## src/design/saap_pkg.sv

```systemverilog
`default_nettype none
package saap_pkg;

	// Push axis selector for the inside case
	typedef logic [1:0] axis_t;
	localparam axis_t AXIS_X = 2'd0;
	localparam axis_t AXIS_Y = 2'd1;
	localparam axis_t AXIS_Z = 2'd2;

endpackage
`default_nettype wire

```

## src/design/saap_isqrt.sv

```systemverilog
`default_nettype none
// Pipelined integer square root, one root bit per stage.
module saap_isqrt import saap_pkg::*; #(
	parameter int COORD_BITS = 32,
	parameter int SIDE_W = 1
) (
	input  logic                      clk,
	input  logic                      arst_n,
	input  logic                      en,
	input  logic                      in_vld,
	input  logic [2*COORD_BITS-3:0]   in_rad,
	input  logic [SIDE_W-1:0]         in_side,
	output logic                      out_vld,
	output logic [COORD_BITS-2:0]     out_root,
	output logic [SIDE_W-1:0]         out_side
);

	localparam int W  = COORD_BITS;
	localparam int NB = 2 * W - 2;
	localparam int RB = W - 1;
	localparam int RW = W + 2;

	logic [NB-1:0]     rad_s  [RB];
	logic [RW-1:0]     rem_s  [RB];
	logic [RB-1:0]     root_s [RB];
	logic [SIDE_W-1:0] side_s [RB];
	logic [RB-1:0]     vld_s;

	for (genvar k = 0; k < RB; k++) begin : g_stage
		logic [NB-1:0]     rad_p;
		logic [RW-1:0]     rem_p;
		logic [RB-1:0]     root_p;
		logic [SIDE_W-1:0] side_p;
		logic              vld_p;
		logic [RW-1:0]     remx;
		logic [RW-1:0]     trial;
		logic              ge;

		if (k == 0) begin : g_first
			assign rad_p  = in_rad;
			assign rem_p  = '0;
			assign root_p = '0;
			assign side_p = in_side;
			assign vld_p  = in_vld;
		end else begin : g_next
			assign rad_p  = rad_s[k-1];
			assign rem_p  = rem_s[k-1];
			assign root_p = root_s[k-1];
			assign side_p = side_s[k-1];
			assign vld_p  = vld_s[k-1];
		end

		// bring down two radicand bits, try root*4+1
		assign remx  = {rem_p[RW-3:0], rad_p[NB-1:NB-2]};
		assign trial = {1'b0, root_p, 2'b01};
		assign ge    = (remx >= trial);

		always_ff @(posedge clk or negedge arst_n) begin
			if (!arst_n) begin
				vld_s[k] <= 1'b0;
			end else if (en) begin
				vld_s[k] <= vld_p;
			end
		end

		always_ff @(posedge clk) begin
			if (en) begin
				rad_s[k]  <= {rad_p[NB-3:0], 2'b00};
				rem_s[k]  <= ge ? (remx - trial) : remx;
				root_s[k] <= {root_p[RB-2:0], ge};
				side_s[k] <= side_p;
			end
		end
	end

	assign out_vld  = vld_s[RB-1];
	assign out_root = root_s[RB-1];
	assign out_side = side_s[RB-1];

endmodule
`default_nettype wire

```

## config.mk

```make
export PLATFORM = sky130hd
export DESIGN_NAME = saap_isqrt
export DESIGN_NICKNAME = d
export VERILOG_FILES = /design/src/design/saap_pkg.sv /design/src/design/saap_isqrt.sv
export SDC_FILE = /design/constraint.sdc
export NUM_CORES = 2
export LEC_CHECK = 0
export ABC_CLOCK_PERIOD_IN_PS = 8400
export BUFFER_PORTS_ARGS = -buffer_cell sky130_fd_sc_hd__buf_2
export CORE_MARGIN = 2
export CORE_UTILIZATION = 45
export DETAILED_ROUTE_END_ITERATION = 8
export GPL_TIMING_DRIVEN = 0
export SYNTH_ARGS = -nofsm -noshare
export SYNTH_HDL_FRONTEND = slang
export SYNTH_SLANG_ARGS = --single-unit
export TNS_END_PERCENT = 10
```

## constraint.sdc

```tcl
create_clock -name clk -period 8.4 [get_ports clk]
set_clock_uncertainty 0.1 [all_clocks]
set_input_delay 0.42 -clock clk [delete_from_list [all_inputs] [get_ports clk]]
set_output_delay 0.42 -clock clk [all_outputs]
set_load 0.005 [all_outputs]
```

==> reports/metrics.csv <==
metric;value;unit
nets;9675;
regToRegEndpoint;rem_s[26][20]$_DFFE_PP_;
largest_net_degree_at_the_start_of_global_routing;190;
synth_async_sr_flop_share;0.0129;
dieWidth;502;µm
clock_path_buffers;4;
timing.final.max_slew_violations;0;
ctsHtreeMaxLevel;5;
detail_route.wl_per_cell;18.2;µm
post_drt_via_cell_ratio;5.39;
critical_path.startpoint;rem_s[25][8]$_DFFE_PP_;
cts_root_buf;sky130_fd_sc_hd__clkbuf_16;
initial_core_util;0.453;
drive_above_1_share;0.0731;
grt_util_met2;0.294;
port_buffers;99;
drt_first_iter_violations;5498;
worst_setup_path_end_kind;flop;
design.die.area;252000;µm²
synth-simple-area-share;0.0993;
drt.antenna.violating_nets;0;
dr.pass1.iters;7;
final.period_utilization;0.618;
rsz0062_at_grt;no;
post_synth.cell_area_avg;12.9;µm²
sequentialPowerShare;0.467;
synth_seq_cells;2401;
min_delay_path_depth;2;
routed_wirelength;228;mm
floorplan.core_area;246000;µm²
worstMarginPinSlew;1.44;ns
max-vdd-ir-drop;0.186;mV
number_of_global_route_vias_before_repair;66183;
globalRouteTotalUtil;0.180;
synthesized_area_fraction_occupied_by_adder_cells;0.0592;
ys.warnings.count;0;
std_cell_rows;182;
total_switching_power;9.61;mW
synth-compound-area-share;0.0966;
setup_ws;3.21;ns
gpl_congestion;0.916;
switching_share;0.278;
groute.layer.met3.usage;0.0277;
cts.clk_slew.worst_paths;0.06;ns
crit-reg2reg-launch;rem_s[25][8]$_DFFE_PP_;
min-delay-path-class;in -> reg;
route.vias.total;67797;
clockPowerShare;0.334;
dominant_register_cell_in_the_synthesized_netlist;sky130_fd_sc_hd__edfxtp_1;
grt_antenna_before_repair;7;
fmax;193;MHz
setup_viol;0;
synth_top_family_by_area;simple AND/OR/NAND/NOR gates;
setup_crit_end;rem_s[26][20]$_DFFE_PP_;
post_synth_xor_area_fraction;0.0590;
outcome;finished clean;
synth.yosys.seq_area_share;0.645;
count_of_flip_flops_with_a_built_in_enable_after_synthesis;2370;
cts_made_buffers;282;
timing.setup.tns;0;ns
insertion_delay;0.93;ns
grt.busiest_layer;met2;
postSynthNetCount;9209;
drc;0;
r2r_cells;12;
power_per_cell_area;275;nW/µm²
worst_ep_arrival_time;5.70;ns
tritoncts;done;
area.growth.synth_to_final;12.9;%
worst-setup-path-type;reg -> reg;
worst_slew_margin_rel;0.0330;
tritoncts_num_sinks;2401;
muxShareOfSynthArea;0.0113;
first_pass_grt_wire_length;362;mm
chipHeight;502;µm
p_leak;47.9;nW
fillerInstances;21057;
grt-ovfl-total;0;
place_ws;3.39;ns
final-hold-violation-count;0;
r2r_setup_slack;3.21;ns
synthesis.area;112000;µm²
synth_cell_types;94;
cellInternalPower;25.0;mW
postCtsSetupRepairBufs;0;
maxcap_violations;0;
startpoint_type;flop;
min_period;5.19;ns
syn-instance-count;8614;
critical_path_required;8.91;ns
use_met1;0.249;
pwr-share-comb;0.199;
io_pins;100;
critical_path_peak_fanout;10;
hpwlAfterDp;163;mm
## cells in the final DEF (no fill, tap or decap), types with 220 or more instances in the layout
master and n:
sky130_fd_sc_hd__edfxtp_1 2370, sky130_fd_sc_hd__inv_1 661, sky130_fd_sc_hd__nor2_1 555, sky130_fd_sc_hd__nand2_1 548, sky130_fd_sc_hd__a21oi_1 528, sky130_fd_sc_hd__ha_1 528
sky130_fd_sc_hd__o21ai_0 434, sky130_fd_sc_hd__xor2_1 384, sky130_fd_sc_hd__xnor2_1 367, sky130_fd_sc_hd__clkbuf_16 289, sky130_fd_sc_hd__nor3_1 224, sky130_fd_sc_hd__clkbuf_1 220
## synthesized netlist by cell type (all sizes together) (17+ instances only)
cell type  count  area [µm²]
a211oi        53         403
a21boi        26         195
a21o         207        1560
a21oi        528        2640
a31oi         57         357
and2          34         213
and3          47         294
buf           34         158
clkbuf       163         612
dfrtp         31         776
edfxtp      2370       71200
ha           528        6610
inv          664        2490
mux2         103        1160
nand2        549        2060
nand2b        99         619
nand3        143         716
nand3b        27         203
nand4         92         576
nor2         557        2100
nor2b         71         444
nor3         225        1130
nor4         114         728
o2111ai       17         149
o211ai        40         300
o21a          94         706
o21ai        435        2180
o21bai        50         375
o31ai         59         443
or2           44         278
or3          100         636
or4           57         443
xnor2        367        3210
xor2         384        3360
## timing repair
item                                   in CTS  in global routing
hold buffers                               69                  0
resized for setup                           0                  0
endpoints found under the hold margin     233                  0
## per-stage QoR
stage          utilization  cells  cell area (µm²)  hold slack (ns)  power, mW
3_3_place_gp         0.472  12025           116000            0.300       24.0
5_1_grt              0.512  12579           126000           0.0408       36.5
4_1_cts              0.512  12578           126000          0.00177       35.0
3_5_place_dp         0.473  12039           117000            0.305       23.2
2_1_floorplan            -   8614           112000           0.0244       21.0
6_report             0.512  12580           126000            0.101       34.6
## state kept, by name, indices dropped and copies added (netlist names)
signal,flops
rad_s,930
rem_s,913
root_s,496
side_s,31
g_stage.vld_p,30
out_vld,1
## critical path, stage by stage, from the launching register on
cell	delay [ns]
sky130_fd_sc_hd__edfxtp_1	0.42
sky130_fd_sc_hd__ha_1	0.31
sky130_fd_sc_hd__clkbuf_1	0.29
sky130_fd_sc_hd__nand4_1	0.31
sky130_fd_sc_hd__nor4b_1	0.49
sky130_fd_sc_hd__nand2_1	0.12
sky130_fd_sc_hd__or4_1	0.52
sky130_fd_sc_hd__and4_1	0.18
sky130_fd_sc_hd__o21a_1	0.14
sky130_fd_sc_hd__nor2_1	0.65
sky130_fd_sc_hd__clkbuf_1	0.59
sky130_fd_sc_hd__buf_1	0.60
sky130_fd_sc_hd__a21oi_1	0.17
## cell families after synthesis
family	count (synthesis)
mux	113
simple gates	2230
xor+xnor	751
buf+inv	863
fa+ha+maj	528
other cells	1
flops	2401
compound gates	1727
## area by class of cell
| class | count | area, µm² | share of cell area |
|---|---|---|---|
| Clock buffer | 350 | 7500 | 0.0596 |
| Buffer | 197 | 769 | 0.00611 |
| Tap cell | 3312 | 4140 | 0.0329 |
| Clock inverter | 120 | 1170 | 0.00929 |
| Antenna cell | 2 | 5.00 | 0.0000397 |
| Inverter | 666 | 2500 | 0.0199 |
| Multi-Input combinational cell | 5350 | 36300 | 0.288 |
| Sequential cell | 2401 | 71900 | 0.571 |
| Timing Repair Buffer | 182 | 1600 | 0.0127 |
## routing by layer
layer | routed length [µm] | share of wire | up-vias
met5 | 13 | 0.000057 | -
met4 | 5330 | 0.023 | 2
met3 | 11800 | 0.051 | 360
met2 | 108000 | 0.47 | 1622
met1 | 103000 | 0.45 | 32922
li1 | - | - | 32891
## worst min-delay path by stage
stage / start / to
2_1_floorplan: arst_n / g_stage[10].vld_p$_DFFE_PN0P_
3_3_place_gp: rad_s[15][36]$_DFFE_PP_ / rad_s[16][38]$_DFFE_PP_
3_5_place_dp: rad_s[9][26]$_DFFE_PP_ / rad_s[10][28]$_DFFE_PP_
4_1_cts: in_rad[7] / rad_s[0][7]$_DFFE_PP_
5_1_grt: in_rad[2] / rad_s[0][2]$_DFFE_PP_
6_report: in_rad[2] / rad_s[0][2]$_DFFE_PP_
## power groups by stage
stage          combinational (mW)  sequential, mW  clock (mW)
3_3_place_gp                 6.69            17.3           0
2_1_floorplan                5.09            15.9           0
3_5_place_dp                 6.78            16.4           0
6_report                     6.90            16.2        11.5
5_1_grt                      7.73            16.3        12.4
4_1_cts                      6.86            16.2        11.9
(Power assumes the default switching activity.)
